File: src/rtl/core/dss_pkg.sv
package dss_pkg;

  // default number of delimiter bytes the block can hold
  localparam int MAX_DELIM_DEF = 8;

  // field and register widths
  localparam int BYTE_W     = 8;
  localparam int KIND_W     = 2;
  localparam int LEN_W      = 4;
  localparam int DELIM_W    = 64;
  localparam int LIMIT_W    = 16;
  localparam int CFG_IDX_W  = 2;
  localparam int CFG_DATA_W = 64;

  // register indexes on the configuration port
  localparam logic [CFG_IDX_W-1:0] CFG_DELIM_LEN   = 2'd0;
  localparam logic [CFG_IDX_W-1:0] CFG_DELIM_BYTES = 2'd1;
  localparam logic [CFG_IDX_W-1:0] CFG_LIMIT_ON    = 2'd2;
  localparam logic [CFG_IDX_W-1:0] CFG_SPLIT_LIMIT = 2'd3;

  // register reset values (newline as a one-byte delimiter)
  localparam logic [LEN_W-1:0]   DELIM_LEN_RST   = 4'd1;
  localparam logic [DELIM_W-1:0] DELIM_BYTES_RST = 64'd10;

  // result kinds
  typedef enum logic [KIND_W-1:0] {
    KIND_DATA       = 2'd0,
    KIND_TOKEN_END  = 2'd1,
    KIND_STRING_END = 2'd2
  } kind_t;

  // where an emitted result comes from
  typedef enum logic [1:0] {
    SRC_HELD   = 2'd0,
    SRC_BYTE   = 2'd1,
    SRC_TOKEN  = 2'd2,
    SRC_STRING = 2'd3
  } src_t;

  // result segments that one input transaction produces, in emission order
  typedef struct packed {
    logic has_pre;
    logic has_data;
    logic has_tok;
    logic has_post;
    logic has_etok;
    logic has_str;
  } plan_t;

  // controller to datapath
  typedef struct packed {
    logic accept;
    logic emit;
    src_t src;
    logic last;
    logic idx_inc;
    logic idx_clr;
  } cmd_t;

  // datapath to controller
  typedef struct packed {
    plan_t plan_now;
    plan_t plan_r;
    logic  pre_last;
    logic  post_last;
    logic  slot_free;
  } sts_t;

  // delimiter byte i, byte zero in the low bits
  function automatic logic [BYTE_W-1:0] delim_byte(input logic [DELIM_W-1:0] d,
                                                   input logic [3:0] i);
    return d[{i[2:0], 3'b000} +: BYTE_W];
  endfunction

endpackage

File: src/rtl/core/delimiter_stream_splitter.sv
// Byte stream tokenizer: each input transaction carries one byte with tlast
// marking the end of a string; results are data bytes, token-end and
// string-end markers (tuser kind 0, 1, 2), with tlast on the last result that
// an input caused. The delimiter (up to MAX_DELIM bytes), its length, and an
// optional per-string split limit are to be set over the cfg port only while
// the block is idle; the block itself does not enforce this. An input byte
// produces n results, n from 0 to MAX_DELIM + 2: the sequencer takes the byte
// while idle, then emits its results one at a time through the single output
// register, and takes no new byte until the last of them is in that register.
// A stalled output holds the sequencer on the current result.
module delimiter_stream_splitter #(
  parameter int MAX_DELIM = dss_pkg::MAX_DELIM_DEF
) (
  input  logic                           clk,
  input  logic                           rst_n,
  // configuration write port
  input  logic                           cfg_we,
  input  logic [dss_pkg::CFG_IDX_W-1:0]  cfg_addr,
  input  logic [dss_pkg::CFG_DATA_W-1:0] cfg_wdata,
  // input stream
  input  logic                           in_tvalid,
  output logic                           in_tready,
  input  logic [7:0]                     in_tdata,   // [7:0] in_byte
  input  logic                           in_tlast,   // end_of_string
  // result stream
  output logic                           out_tvalid,
  input  logic                           out_tready,
  output logic [7:0]                     out_tdata,  // [7:0] out_byte
  output logic [1:0]                     out_tuser,  // [1:0] kind
  output logic                           out_tlast   // run_last
);
  import dss_pkg::*;

  cmd_t cmd;
  sts_t sts;

  // sequencer
  dss_ctrl u_ctrl (
    .clk      (clk),
    .rst_n    (rst_n),
    .in_valid (in_tvalid),
    .in_ready (in_tready),
    .sts      (sts),
    .cmd      (cmd)
  );

  // match logic, state and output register
  dss_datapath #(
    .MAX_DELIM (MAX_DELIM)
  ) u_datapath (
    .clk       (clk),
    .rst_n     (rst_n),
    .cfg_we    (cfg_we),
    .cfg_addr  (cfg_addr),
    .cfg_wdata (cfg_wdata),
    .in_byte   (in_tdata),
    .in_eos    (in_tlast),
    .out_ready (out_tready),
    .out_valid (out_tvalid),
    .out_kind  (out_tuser),
    .out_byte  (out_tdata),
    .out_last  (out_tlast),
    .cmd       (cmd),
    .sts       (sts)
  );

endmodule

File: src/rtl/core/dss_datapath.sv
module dss_datapath #(
  parameter int MAX_DELIM = dss_pkg::MAX_DELIM_DEF
) (
  input  logic                           clk,
  input  logic                           rst_n,
  input  logic                           cfg_we,
  input  logic [dss_pkg::CFG_IDX_W-1:0]  cfg_addr,
  input  logic [dss_pkg::CFG_DATA_W-1:0] cfg_wdata,
  input  logic [dss_pkg::BYTE_W-1:0]     in_byte,
  input  logic                           in_eos,
  input  logic                           out_ready,
  output logic                           out_valid,
  output logic [dss_pkg::KIND_W-1:0]     out_kind,
  output logic [dss_pkg::BYTE_W-1:0]     out_byte,
  output logic                           out_last,
  input  dss_pkg::cmd_t                  cmd,
  output dss_pkg::sts_t                  sts
);
  import dss_pkg::*;

  localparam int HELD_W = $clog2(MAX_DELIM + 1);
  localparam logic [LIMIT_W-1:0] SPLIT_MAX = '1;

  // configuration registers
  logic [LEN_W-1:0]   delim_len_r;
  logic [DELIM_W-1:0] delim_bytes_r;
  logic               limit_on_r;
  logic [LIMIT_W-1:0] split_limit_r;

  // tokenizer state
  logic [HELD_W-1:0]  match_pos_r;
  logic               token_open_r;
  logic [LIMIT_W-1:0] splits_done_r;

  // plan of the transaction in progress
  plan_t              plan_r;
  logic [HELD_W-1:0]  pre_cnt_r;
  logic [HELD_W-1:0]  post_cnt_r;
  logic [BYTE_W-1:0]  byte_r;
  logic [HELD_W-1:0]  idx_r;
  logic [HELD_W-1:0]  idx_nxt;

  // result register
  logic               out_valid_r;
  kind_t              out_kind_r;
  logic [BYTE_W-1:0]  out_byte_r;
  logic               out_last_r;

  // accept-time decisions
  logic [HELD_W-1:0]  eff;
  logic               eff_zero;
  logic               allowed;
  logic               hit_held;
  logic               pre_flush;
  logic [HELD_W-1:0]  h0;
  logic [HELD_W-1:0]  h1;
  logic               match;
  logic               complete;
  logic [HELD_W-1:0]  post_held;
  logic               open1;
  logic               open2;
  plan_t              plan_now;
  kind_t              res_kind;
  logic [BYTE_W-1:0]  res_byte;

  // configuration writes
  always_ff @(posedge clk) begin
    if (!rst_n) begin
      delim_len_r   <= DELIM_LEN_RST;
      delim_bytes_r <= DELIM_BYTES_RST;
      limit_on_r    <= 1'b0;
      split_limit_r <= '0;
    end else if (cfg_we) begin
      case (cfg_addr)
        CFG_DELIM_LEN:   delim_len_r   <= cfg_wdata[LEN_W-1:0];
        CFG_DELIM_BYTES: delim_bytes_r <= cfg_wdata[DELIM_W-1:0];
        CFG_LIMIT_ON:    limit_on_r    <= cfg_wdata[0];
        CFG_SPLIT_LIMIT: split_limit_r <= cfg_wdata[LIMIT_W-1:0];
        default: ;
      endcase
    end
  end

  // match decisions for the incoming byte
  always_comb begin
    if (delim_len_r > LEN_W'(MAX_DELIM)) begin
      eff = HELD_W'(MAX_DELIM);
    end else begin
      eff = HELD_W'(delim_len_r);
    end
    eff_zero  = (eff == '0);
    allowed   = !limit_on_r || (splits_done_r < split_limit_r);
    hit_held  = allowed && (delim_byte(delim_bytes_r, 4'(match_pos_r)) == in_byte);
    pre_flush = (match_pos_r != '0) &&
                ((match_pos_r >= eff) || (!eff_zero && !hit_held));
    h0        = pre_flush ? '0 : match_pos_r;
    match     = !eff_zero && allowed && (delim_byte(delim_bytes_r, 4'(h0)) == in_byte);
    h1        = h0 + HELD_W'(1);
    complete  = match && (h1 >= eff);
    post_held = (match && !complete) ? h1 : '0;
    open1     = token_open_r || pre_flush;

    plan_now.has_pre  = pre_flush;
    plan_now.has_data = eff_zero || !match;
    plan_now.has_tok  = eff_zero || (complete && open1);
    if (eff_zero || complete) begin
      open2 = 1'b0;
    end else begin
      open2 = plan_now.has_data || open1;
    end
    plan_now.has_post = in_eos && (post_held != '0);
    plan_now.has_etok = in_eos && (open2 || (post_held != '0));
    plan_now.has_str  = in_eos;
  end

  // state update and plan capture at input transaction
  always_ff @(posedge clk) begin
    if (!rst_n) begin
      match_pos_r   <= '0;
      token_open_r  <= 1'b0;
      splits_done_r <= '0;
      plan_r        <= '0;
    end else if (cmd.accept) begin
      plan_r <= plan_now;
      if (in_eos) begin
        match_pos_r   <= '0;
        token_open_r  <= 1'b0;
        splits_done_r <= '0;
      end else begin
        match_pos_r  <= post_held;
        token_open_r <= open2;
        if (complete && (splits_done_r != SPLIT_MAX)) begin
          splits_done_r <= splits_done_r + LIMIT_W'(1);
        end
      end
    end
  end

  // plan payload
  always_ff @(posedge clk) begin
    if (cmd.accept) begin
      pre_cnt_r  <= match_pos_r;
      post_cnt_r <= post_held;
      byte_r     <= in_byte;
    end
  end

  // held byte index for flushes
  assign idx_nxt = idx_r + HELD_W'(1);

  always_ff @(posedge clk) begin
    if (!rst_n) begin
      idx_r <= '0;
    end else if (cmd.idx_clr) begin
      idx_r <= '0;
    end else if (cmd.idx_inc) begin
      idx_r <= idx_nxt;
    end
  end

  // result selection
  always_comb begin
    case (cmd.src)
      SRC_HELD: begin
        res_kind = KIND_DATA;
        res_byte = delim_byte(delim_bytes_r, 4'(idx_r));
      end
      SRC_BYTE: begin
        res_kind = KIND_DATA;
        res_byte = byte_r;
      end
      SRC_TOKEN: begin
        res_kind = KIND_TOKEN_END;
        res_byte = '0;
      end
      SRC_STRING: begin
        res_kind = KIND_STRING_END;
        res_byte = '0;
      end
      default: begin
        res_kind = KIND_DATA;
        res_byte = '0;
      end
    endcase
  end

  // output register
  always_ff @(posedge clk) begin
    if (!rst_n) begin
      out_valid_r <= 1'b0;
    end else if (cmd.emit) begin
      out_valid_r <= 1'b1;
    end else if (out_ready) begin
      out_valid_r <= 1'b0;
    end
  end

  always_ff @(posedge clk) begin
    if (cmd.emit) begin
      out_kind_r <= res_kind;
      out_byte_r <= res_byte;
      out_last_r <= cmd.last;
    end
  end

  assign out_valid = out_valid_r;
  assign out_kind  = out_kind_r;
  assign out_byte  = out_byte_r;
  assign out_last  = out_last_r;

  // status to the controller
  assign sts.plan_now  = plan_now;
  assign sts.plan_r    = plan_r;
  assign sts.pre_last  = (idx_nxt == pre_cnt_r);
  assign sts.post_last = (idx_nxt == post_cnt_r);
  assign sts.slot_free = !out_valid_r || out_ready;

  // checks
  a_marker_byte_zero: assert property (@(posedge clk) disable iff (!rst_n)
    out_valid_r && (out_kind_r != KIND_DATA) |-> out_byte_r == '0)
    else $error("marker result carries a nonzero byte");

  a_held_in_range: assert property (@(posedge clk) disable iff (!rst_n)
    match_pos_r < HELD_W'(MAX_DELIM))
    else $error("held delimiter count out of range");

  a_string_end_last: assert property (@(posedge clk) disable iff (!rst_n)
    out_valid_r && (out_kind_r == KIND_STRING_END) |-> out_last_r)
    else $error("string end is not the last result of its transaction");

endmodule

File: src/rtl/core/dss_ctrl.sv
module dss_ctrl (
  input  logic          clk,
  input  logic          rst_n,
  input  logic          in_valid,
  output logic          in_ready,
  input  dss_pkg::sts_t sts,
  output dss_pkg::cmd_t cmd
);
  import dss_pkg::*;

  // states follow the emission order of the segments
  typedef enum logic [2:0] {
    ST_IDLE = 3'd0,
    ST_PRE  = 3'd1,
    ST_DATA = 3'd2,
    ST_TOK  = 3'd3,
    ST_POST = 3'd4,
    ST_ETOK = 3'd5,
    ST_STR  = 3'd6
  } state_t;

  state_t state_r;
  state_t state_nxt;
  state_t following;
  logic   seg_end;

  // first segment present after state s
  function automatic state_t next_after(input state_t s, input plan_t p);
    state_t r;
    r = ST_IDLE;
    if (p.has_str  && (s < ST_STR))  r = ST_STR;
    if (p.has_etok && (s < ST_ETOK)) r = ST_ETOK;
    if (p.has_post && (s < ST_POST)) r = ST_POST;
    if (p.has_tok  && (s < ST_TOK))  r = ST_TOK;
    if (p.has_data && (s < ST_DATA)) r = ST_DATA;
    if (p.has_pre  && (s < ST_PRE))  r = ST_PRE;
    return r;
  endfunction

  // sequencing of results
  always_comb begin
    in_ready    = (state_r == ST_IDLE);
    cmd.accept  = in_ready && in_valid;
    cmd.emit    = (state_r != ST_IDLE) && sts.slot_free;
    following   = next_after(state_r, sts.plan_r);
    seg_end     = 1'b1;
    cmd.src     = SRC_BYTE;
    case (state_r)
      ST_PRE: begin
        seg_end = sts.pre_last;
        cmd.src = SRC_HELD;
      end
      ST_POST: begin
        seg_end = sts.post_last;
        cmd.src = SRC_HELD;
      end
      ST_TOK, ST_ETOK: cmd.src = SRC_TOKEN;
      ST_STR:          cmd.src = SRC_STRING;
      default:         cmd.src = SRC_BYTE;
    endcase
    cmd.last    = seg_end && (following == ST_IDLE);
    cmd.idx_inc = cmd.emit && !seg_end;
    cmd.idx_clr = cmd.accept || (cmd.emit && seg_end);

    if (state_r == ST_IDLE) begin
      state_nxt = cmd.accept ? next_after(ST_IDLE, sts.plan_now) : ST_IDLE;
    end else if (cmd.emit && seg_end) begin
      state_nxt = following;
    end else begin
      state_nxt = state_r;
    end
  end

  // state register
  always_ff @(posedge clk) begin
    if (!rst_n) begin
      state_r <= ST_IDLE;
    end else begin
      state_r <= state_nxt;
    end
  end

  // checks
  a_emit_needs_slot: assert property (@(posedge clk) disable iff (!rst_n)
    cmd.emit |-> sts.slot_free)
    else $error("result emitted into an occupied output register");

  a_last_ends_run: assert property (@(posedge clk) disable iff (!rst_n)
    cmd.emit && cmd.last |=> state_r == ST_IDLE)
    else $error("sequencer still busy after the last result");

  a_empty_plan_idle: assert property (@(posedge clk) disable iff (!rst_n)
    cmd.accept && (sts.plan_now == '0) |=> state_r == ST_IDLE)
    else $error("transaction without results left the sequencer busy");

endmodule

File: config.mk
export PLATFORM = sky130hd
export DESIGN_NAME = delimiter_stream_splitter
export DESIGN_NICKNAME = d
export VERILOG_FILES = /design/src/rtl/core/dss_pkg.sv /design/src/rtl/core/delimiter_stream_splitter.sv /design/src/rtl/core/dss_datapath.sv /design/src/rtl/core/dss_ctrl.sv
export SDC_FILE = /design/constraint.sdc
export NUM_CORES = 1
export LEC_CHECK = 0
export ABC_CLOCK_PERIOD_IN_PS = 14200
export BUFFER_PORTS_ARGS = -buffer_cell sky130_fd_sc_hd__buf_2
export CAP_MARGIN = 10
export CORE_AREA = 8 8 118 142
export DETAILED_ROUTE_END_ITERATION = 8
export DIE_AREA = 0 0 126 150
export GPL_ROUTABILITY_DRIVEN = 0
export GPL_TIMING_DRIVEN = 0
export PLACE_DENSITY = 0.79
export SETUP_SLACK_MARGIN = 0.4
export SYNTH_ARGS = -nofsm -noshare
export SYNTH_HDL_FRONTEND = slang
export SYNTH_SLANG_ARGS = --single-unit
File: constraint.sdc
create_clock -name clk -period 14.2 [get_ports clk]
set_input_delay 2.84 -clock clk [delete_from_list [all_inputs] [get_ports clk]]
set_output_delay 2.84 -clock clk [all_outputs]
set_load 0.005 [all_outputs]
# --- Yosys cells after proc, flatten, opt, wreduce, memory -nomap -nowiden ---
# Cells that the tools add are included.
classes:
  n_bitwise: 1
  n_lt_le_gt_ge: 10
  multipliers: 0
  add_sub_neg: 3
  reduce_logical: 60
  n_shift: 3
  eq_ne: 16
  muxes: 29
  div: 0
ops:
  columns: ["op", "n"]
  rows:
  - ["$shiftx A64 B7 Y8", 3]
  - ["$mux W3", 15]
  - ["$mux W16", 2]
  - ["$pmux W8 S3", 1]
  - ["$logic_and A1 B1 Y1", 22]
  - ["$add A16 B1 Y16 const B", 1]
  - ["$eq A8 B8 Y1", 2]
  - ["$lt A16 B16 Y1", 1]
  - ["$mux W4", 4]
  - ["$ne A16 B16 Y1 const B", 1]
  - ["$pmux W2 S3", 2]
  - ["$logic_or A1 B1 Y1", 10]
  - ["$reduce_and A2 Y1", 5]
  - ["$reduce_or A2 Y1", 5]
  - ["$eq A3 B3 Y1 const B", 3]
  - ["$lt A3 B3 Y1 const B", 3]
  - ["$add A4 B1 Y4 const B", 2]
  - ["$eq A2 B2 Y1 const B", 4]
  - ["$eq A4 B4 Y1", 2]
  - ["$ge A4 B4 Y1", 2]
  - ["$reduce_bool A4 Y1", 2]
  - ["$logic_not A1 Y1", 7]
  - ["$logic_not A3 Y1", 2]
  - ["$lt A3 B2 Y1 const B", 2]
  - ["other kinds (12)", 19]
word_totals:
  in_bits: 80
  mem_count: 0
  wordCells: 144
  ramBits: 0
  ff_bits: 147
  out_inout_bits: 13
  rom_bits: 0
  latch_bits: 0

# --- Depth between registers and ports, before layout ---
# Gate-level depths: netlist of run 1.
depth:
  depth_word: 25
  mapped_depth: 22

# --- Cells and area by module ---
# From an unflattened synthesis of run 1, not the netlist that was laid out.
hier_totals:
  cells_unflattened: 1008
  area_unflattened_um2: 8628.3
by_module_without_submodules:
  columns: ["mod", "instances", "cells_each", "area_each_um2"]
  rows:
  - ["dss_datapath", 1, 926, 8095.3]
  - ["dss_ctrl", 1, 82, 533.0]

# --- Least setup slack after synthesis of run 1 ---
# Ideal clock, no wire load.
synth_path:
  path_type: "input to register"
  start: "input port in_tdata[0]"
  end: "register u_datapath.splits_done_r[10]"
  arrival_ns: 6.099
  n_path_buf: 3
  path_slack_ns: 8.026
  setup_ns: 0.074
  path_stages: 17
  cell_sequence: "or3_1 -> nand4_1 -> nor3_1 -> a21oi_2 -> inv_1 -> buf_1 -> ha_1 -> ha_1 -> a21o_1 -> a21o_1 -> a21oi_1 -> a41oi_1 -> nand3_2 -> buf_2 -> clkbuf_1 -> o21ai_0 -> a31oi_1"
synth_via:
  elab_chain_cells: 14
  elab_cells_between_ends: 16
  cone_classes: "add/sub (1); order compare (1); eq/ne (2); shift (1); mux (1); reduce/logical (10)"
synth_lines:
  columns: ["item", "line", "rtl"]
  rows:
  - ["start: declaration", "delimiter_stream_splitter.sv:23", "input logic [7:0] in_tdata,"]
  - ["$eq A8 B8 Y1", "dss_datapath.sv:93", "hit_held = allowed && (delim_byte(delim_bytes_r, 4'(match_pos_r)) == in_byte);"]
  - ["$logic_and A1 B1 Y1", "dss_datapath.sv:93", null]
  - ["$logic_not A1 Y1", "dss_datapath.sv:95", "((match_pos_r >= eff) || (!eff_zero && !hit_held));"]
  - ["$logic_and A1 B1 Y1", "dss_datapath.sv:95", null]
  - ["$logic_or A1 B1 Y1", "dss_datapath.sv:95", null]
  - ["$logic_and A1 B1 Y1", "dss_datapath.sv:94", "pre_flush = (match_pos_r != '0) &&"]
  - ["$mux W4", "dss_datapath.sv:96", "h0 = pre_flush ? '0 : match_pos_r;"]
  - ["$shiftx A64 B7 Y8", "dss_pkg.sv:72", "return d[{i[2:0], 3'b000} +: BYTE_W];"]
  - ["$eq A8 B8 Y1", "dss_datapath.sv:97", "match = !eff_zero && allowed && (delim_byte(delim_bytes_r, 4'(h0)) == in_byte);"]
  - ["$logic_and A1 B1 Y1", "dss_datapath.sv:97", null]
  - ["$logic_and A1 B1 Y1 *", "dss_datapath.sv:99", "complete = match && (h1 >= eff);"]
  - ["$logic_and A1 B1 Y1 *", "dss_datapath.sv:132", "if (complete && (splits_done_r != SPLIT_MAX)) begin"]
  - ["$reduce_bool A2 Y1 (no source line) *", null, null]
  - ["$reduce_and A2 Y1 (no source line) *", null, null]
  - ["end signal: assignment", "dss_datapath.sv:133", "splits_done_r <= splits_done_r + LIMIT_W'(1);"]
  - ["end: declaration", "dss_datapath.sv:33", "logic [LIMIT_W-1:0] splits_done_r;"]
# Every way passes the cells marked *; elsewhere a longest branch is shown, timed or not.
# A chain may end at the register's enable or synchronous reset.

# --- Final worst setup path of run 1 ---
layout_path:
  start: "input port in_tdata[0]"
  end: "register u_datapath.splits_done_r[2]"
# Same word-level chain as after synthesis.

==> results of run 1 <==
## worst paths after layout
kind / start / end / slack (ns) / depth (start not counted)
hold / removal: u_datapath.match_pos_r[0]$_SDFFE_PN0P_ / u_datapath.pre_cnt_r[0]$_DFFE_PP_ / 0.44 / 0
hold reg to reg: u_datapath.match_pos_r[0]$_SDFFE_PN0P_ / u_datapath.pre_cnt_r[0]$_DFFE_PP_ / 0.44 / 0
setup / recovery: in_tdata[0] / u_datapath.splits_done_r[2]$_SDFFE_PN0P_ / 7.06 / 18
setup reg to reg: u_datapath.match_pos_r[0]$_SDFFE_PN0P_ / u_datapath.splits_done_r[2]$_SDFFE_PN0P_ / 7.96 / 22
## state kept, by name, summed over array words and instances, names as in the netlist
register                  cells
u_ctrl.state_r                3
u_datapath.byte_r             8
u_datapath.delim_bytes_r     64
u_datapath.delim_len_r        4
u_datapath.idx_r              4
u_datapath.limit_on_r         1
u_datapath.match_pos_r        4
u_datapath.out_byte           8
u_datapath.out_kind           2
u_datapath.out_last           1
u_datapath.out_valid          1
u_datapath.post_cnt_r         4
u_datapath.pre_cnt_r          4
u_datapath.split_limit_r     16
u_datapath.splits_done_r     16
u_datapath.sts                6
u_datapath.token_open_r       1
## metal layers
metal  global-route usage  up-vias
met5                    0        -
met4                0.169        0
met3               0.0745      134
met2                0.485      452
met1                0.329     3952
li1                     -     3981
## report_power, final
group          leakage (nW)  internal, mW  switching [mW]
clock network         0.304         0.286           0.182
logic                  2.03        0.0913           0.159
registers              1.23         0.482          0.0209
## worst max-delay path: stages
cell,delay (ns)
buf_2,0.16
or3_1,0.14
nand4_1,0.15
nor3_1,0.54
a21oi_2,0.26
inv_1,0.21
buf_1,0.52
ha_1,0.28
xor2_1,0.29
ha_1,0.30
a21o_1,0.17
a21oi_1,0.32
a41oi_1,0.18
nand3_2,0.20
buf_2,0.21
clkbuf_1,0.36
o21ai_0,0.15
a31oi_1,0.18
## cells by family (layout without fill, tap and decap cells)
kind of cell             Yosys count  count (layout)  share of synthesized area
AO/OA/AOI/OAI                    276             276                      0.202
XOR/XNOR                          21              21                     0.0214
adder cells (fa/ha/maj)           26              26                     0.0378
buffers and inverters            102             227                     0.0474
flip-flops                       147             147                      0.373
multiplexers                      66              66                      0.113
AND/OR/NAND/NOR                  388             388                      0.205
## stage by stage
stage               area [sq um]  std cells
floorplan                   8600       1026
global placement            9290       1296
detailed placement          9290       1296
CTS                         9920       1328
global route                9930       1329
finish                      9930       1329
## layout make-up
cell class / instances / area, sq um / share of cell area
clock inverter: 12 / 139 / 0.0140
inverter: 41 / 154 / 0.0155
multi-input combinational: 777 / 4980 / 0.502
buffer: 61 / 254 / 0.0256
tap: 178 / 223 / 0.0224
sequential: 147 / 3210 / 0.324
timing repair buffer: 93 / 475 / 0.0479
clock buffer: 20 / 489 / 0.0493
## cell usage in the layout (no fill, tap or decap), drive strengths merged, types with 4 or more instances in the layout
cell and count:
o21ai 43, a21o 5, clkbuf 67, mux2 16
xor2 9, o31ai 5, and4 4, buf 107
nand3 29, or4 9, and3 15, a21oi 119
nand2 229, nor2 34, nand2b 11, a32oi 9
dfxtp 120, o2111ai 7, nor3 11, a311o 4
and2 6, o22ai 10, or3 15, mux4 23
nor2b 6, nand4 10, ha 26, a31oi 13
xnor2 12, edfxtp 27, inv 45, a221oi 8
clkinv 4, mux2i 27, a221o 4, o211ai 12
==> summary.txt, run 1 <==
STA
  • Setup TNS: 0 ns
  • Hold slack final: 0.444 ns
  • Final setup violation count: 0
  • Minimum clock period: 7.14 ns
  • RSZ-0062 raised after global routing: no
  • Pins Over Slew Limit: 0
  • Max Freq: about 140 MHz
  • Setup WS post-layout: 7.06 ns
  • Hold Violations, Final: 0
  • Clock Skew: 0.0101 ns
  • Ratio of final minimum period to clock period: 0.503
  • Worst-margin pin slew: 1.11 ns
  • Max-slew headroom: 0.256

Critical path
  • Crit path arrival time: 7.49 ns
  • Kind of critical path: in -> reg
  • Critical Path RT: 14.55 ns
  • Startpoint types: input port
  • CP max FO: 11
  • CP Capture Type: flop

Final layout
  • Share of layout cells above drive strength 1: 0.160
  • Util after Layout: 0.681
  • Synth-to-Final Area Change: 15.4%
  • Fill cells: 1261
  • Antenna Cells: 0
  • Post-layout net count: around 1200

Drt
  • Avg Vias per Cell: 6.41
  • Post-route DRC: 0
  • DR top layer: met4
  • M1 wire length: 10100 um
  • Avg WL per Cell: 20.1 um
  • Routed wl met3: between 2000 and 2500 um
  • Drt total wl: 26700 um
  • Met2 wire len: around 13000 um
  • Post-DRT Antenna Nets: 0
  • DR iter-0 viols: 1104
  • 1st-pass router iterations: 8
  • Routed vias: approximately 8500

Placed design
  • HPWL after detailed placement: between 15000 and 20000 um
  • Input/output buffers: 92
  • Pre-CTS WS: 6.81 ns

Global routing
  • Vias in the first global route: 8286
  • Largest net degree at the start of global routing: 26
  • Initial antenna violation count: 0
  • Total track usage: 0.289
  • First-pass GRT wire length: 42800 um
  • Total grt overflow: 0

Synthesis
  • Part of the Yosys area used for sequential elements: 0.373
  • #FFs+latches synth: 147
  • Synth Instances: 1026
  • Area leader, netlist: dfxtp_1
  • Count leader, synth: nand2_1
  • Synth top cells by count: nand2_1 (229), dfxtp_1 (120), a21oi_1 (118)
  • Ys Warns: 0
  • Avg Synthesized Cell Area: 8.39 sq um
  • Synth top area share: 0.279
  • Synth async-reset ratio: 0
  • Synthesized area: 0.00860 sq mm
  • Syn nets: ~1100
  • Synth cell types: 67
  • Area contributors post-synth: dfxtp_1 (28%), nand2_1 (10%), edfxtp_1 (9.4%)
  • Post-synth EDFFs: 27
  • Ys flop type: dfxtp_1

CTS
  • Worst-Skew Late Latency: 0.43 ns
  • TritonCTS clock tree: done
  • Hold-fix buffers at CTS: 0
  • CTS root buf: clkbuf_16
  • Clk pin slew, worst setup/hold paths: 0.06 ns
  • Total clock sinks: 147
  • Post-CTS Setup Repair Bufs: 0
  • Cts bufs inserted: 17
  • Longest Clk Path Bufs: 2
  • # H-tree levels: 4
  • Post-CTS sizing: 0

Die
  • Row cnt: slightly below 50
  • Die Y: around 150 um
  • Initial Utilization: 0.590
  • Die W: 126 um
  • Full die area: 0.0189 sq mm
  • Core box area: around 0.015 sq mm
  • IO Count: 93

Outcome
  • Run status: complete, no violations

Flow run
  • Max cap viols: 0

Power and ir drop
  • Pleak: 3.56 nW
  • Total chip power: 1.22 mW
  • Peak supply drop: ~74 uV
  • PD cells: 123 mW/mm^2

Min path
  • Worst Hold Class: reg -> reg
Note: power is estimated with default switching activity, not from simulation.
==> run 2: changes to the inputs <==
Settings changed: ABC_CLOCK_PERIOD_IN_PS 14200 to 7250, CORE_AREA 8 8 118 142 to 8 8 119 143, DIE_AREA 0 0 126 150 to 0 0 127 151, PLACE_DENSITY 0.79 to 0.78.
Clock period 14.2 ns to 7.25 ns, I/O delays scaled along.
==> run 2 against run 1 <==
  * Sequential share of layout area hardly changed
  * Combinational power is 95% higher
  * Global-route usage fell by 0.20 points
  * Sequential power up 96%
  * First-iteration DRC count up 1.4%
  * Non-clock buffer count rose by 1
  * Critical path depth up 4
  * Final area hardly changed
  * Hold slack worse by 0.020 ns
==> summary.txt, run 2 (synthesis gave the netlist of run 1 again) <==
Drt
  • Post-route DRC: 0
  • Routed wl met3: between 2000 and 3000 um
  • 1st-pass router iterations: 8
  • Met2 wire len: ~13000 um
  • DR top layer: met4
  • DR iter-0 viols: 1120
  • Avg Vias per Cell: 6.49
  • Avg WL per Cell: 20.2 um
  • Post-DRT Antenna Nets: 0
  • M1 wire length: 10000 um
  • Routed vias: ~8600
  • Drt total wl: 26900 um

Critical path
  • Crit path arrival time: 6.58 ns
  • Crit-path leading delay family: compound AO/OA/AOI/OAI gates
  • Cell Chain, Critical Path: buf_2, inv_1, ha_1, nand2b_1, a21o_1, a21oi_1, o211ai_1, nor2_1, a21oi_2, inv_1, buf_1, ha_1, xor2_1, ha_1, a21o_1, a21oi_1, a41oi_1, nand3_2, buf_2, clkbuf_1, o21ai_0, a31oi_1
  • Critical Path RT: 7.60 ns
  • CP max stage cell: nor2_1
  • CP max FO: 11
  • Worst flop-to-flop path startpoint: u_datapath.match_pos_r[0]$_SDFFE_PN0P_
  • CP peak stage delay: 0.65 ns
  • Crit-path most repeated cell: ha_1
  • Reg-to-reg endpoint: u_datapath.splits_done_r[10]$_SDFFE_PN0P_
  • Kind of critical path: reg -> reg
  • R2r setup slk: 1.02 ns
  • CP Capture Type: flop
  • Startpoint types: flop
  • Worst reg2reg path depth: 22
  • Worst path bufs/invs: 6

Flow run
  • Max cap viols: 0

Global routing
  • Largest net degree at the start of global routing: 26
  • Initial antenna violation count: 0
  • Vias in the first global route: 8320
  • Total grt overflow: 0
  • Total track usage: 0.287
  • First-pass GRT wire length: between 40000 and 50000 um

Final layout
  • Synth-to-Final Area Change: 15.3%
  • Most common cell after layout, fill and taps aside: nand2_1
  • Most frequent cells in the layout: nand2_1 (229), dfxtp_1 (120), a21oi_1 (118)
  • Number of flip-flops under the largest register name: 64
  • Finished Cell Area: 0.00992 sq mm
  • Most flop-heavy register: u_datapath.delim_bytes_r
  • Antenna Cells: 0
  • Share of layout cells above drive strength 1: 0.157
  • Post-layout net count: 1245
  • Fill cells: 1253
  • Util after Layout: 0.674
  • Top flop regs: u_datapath.delim_bytes_r x64, u_datapath.split_limit_r x16, u_datapath.splits_done_r x16

Die
  • Initial Utilization: 0.585
  • IO Count: 93
  • Die W: roughly 130 um
  • Die Y: 151 um
  • Full die area: around 0.019 sq mm
  • Row cnt: just under 50
  • Core box area: 0.0147 sq mm

STA
  • Final setup violation count: 0
  • Worst-margin pin slew: a little under 1 ns
  • Clock Skew: around 0.0095 ns
  • Ratio of final minimum period to clock period: 0.859
  • Max Freq: 161 MHz
  • Setup TNS: 0 ns
  • Hold Violations, Final: 0
  • Max-slew headroom: 0.344
  • Pins Over Slew Limit: 0
  • Minimum clock period: 6.23 ns
  • RSZ-0062 raised after global routing: no

Min path
  • Worst hold stages: 0
  • Hold Crit Endpoint: u_datapath.pre_cnt_r[0]$_DFFE_PP_
  • Worst min-delay path startpoint: u_datapath.match_pos_r[0]$_SDFFE_PN0P_
  • Worst Hold Class: reg -> reg

CTS
  • Worst-Skew Late Latency: 0.43 ns
  • Cts bufs inserted: 17
  • # H-tree levels: 4
  • TritonCTS clock tree: done
  • Total clock sinks: 147
  • Post-CTS sizing: 0
  • Post-CTS Setup Repair Bufs: 0
  • CTS root buf: clkbuf_16
  • Longest Clk Path Bufs: 2
  • Hold-fix buffers at CTS: 0
  • Clk pin slew, worst setup/hold paths: 0.06 ns

Power and ir drop
  • Pleak: 3.56 nW
  • Peak supply drop: 146 uV
  • PD cells: 241 mW/mm^2

Placed design
  • Post-Place Cell Area: 0.00929 sq mm
  • Input/output buffers: 92
  • HPWL after detailed placement: about 20000 um

Outcome
  • Run status: complete, no violations
## run 2: layout make-up
| cell class | instances | area [sq um] | share of cell area |
|---|---|---|---|
| clock buffer | 19 | 433 | 0.0436 |
| inverter | 41 | 154 | 0.0155 |
| sequential | 147 | 3210 | 0.324 |
| multi-input combinational | 777 | 4980 | 0.502 |
| timing repair buffer | 94 | 480 | 0.0484 |
| tap | 178 | 223 | 0.0224 |
| buffer | 61 | 254 | 0.0256 |
| clock inverter | 13 | 183 | 0.0184 |
## run 2: worst max path at each step
stage | from | endpoint | slack [ns] | cells past startpoint
floorplan | in_tdata[0] | u_datapath.splits_done_r[10]$_SDFFE_PN0P_ | 2.47 | 17
global placement | u_datapath.match_pos_r[0]$_SDFFE_PN0P_ | u_datapath.splits_done_r[10]$_SDFFE_PN0P_ | 1.30 | 22
detailed placement | u_datapath.match_pos_r[0]$_SDFFE_PN0P_ | u_datapath.splits_done_r[10]$_SDFFE_PN0P_ | 1.27 | 22
CTS | u_datapath.match_pos_r[0]$_SDFFE_PN0P_ | u_datapath.splits_done_r[1]$_SDFFE_PN0P_ | 1.23 | 22
global route | u_datapath.match_pos_r[0]$_SDFFE_PN0P_ | u_datapath.splits_done_r[10]$_SDFFE_PN0P_ | 0.59 | 22
finish | u_datapath.match_pos_r[0]$_SDFFE_PN0P_ | u_datapath.splits_done_r[10]$_SDFFE_PN0P_ | 1.02 | 22
## run 2: routing by layer
metal | vias up | global-route usage
met5 | - | 0
met4 | 0 | 0.172
met3 | 144 | 0.0817
met2 | 524 | 0.469
met1 | 3988 | 0.330
li1 | 3975 | -
## run 2: report_power, final
| part | internal [mW] | total (mW) | switching (mW) |
|---|---|---|---|
| clock network | 0.575 | 0.919 | 0.344 |
| logic | 0.179 | 0.490 | 0.311 |
| registers | 0.943 | 0.984 | 0.0410 |
## run 2: through the flow
stage          power [mW]  hold slack [ns]  std cells  setup slack, ns
6_report             2.39            0.424       1330             1.02
5_1_grt              2.50            0.441       1330            0.593
4_1_cts              2.39            0.426       1328             1.23
3_5_place_dp         1.48            0.410       1296             1.27
3_3_place_gp         1.47            0.414       1296             1.30
2_1_floorplan        1.31            0.403       1026             2.47
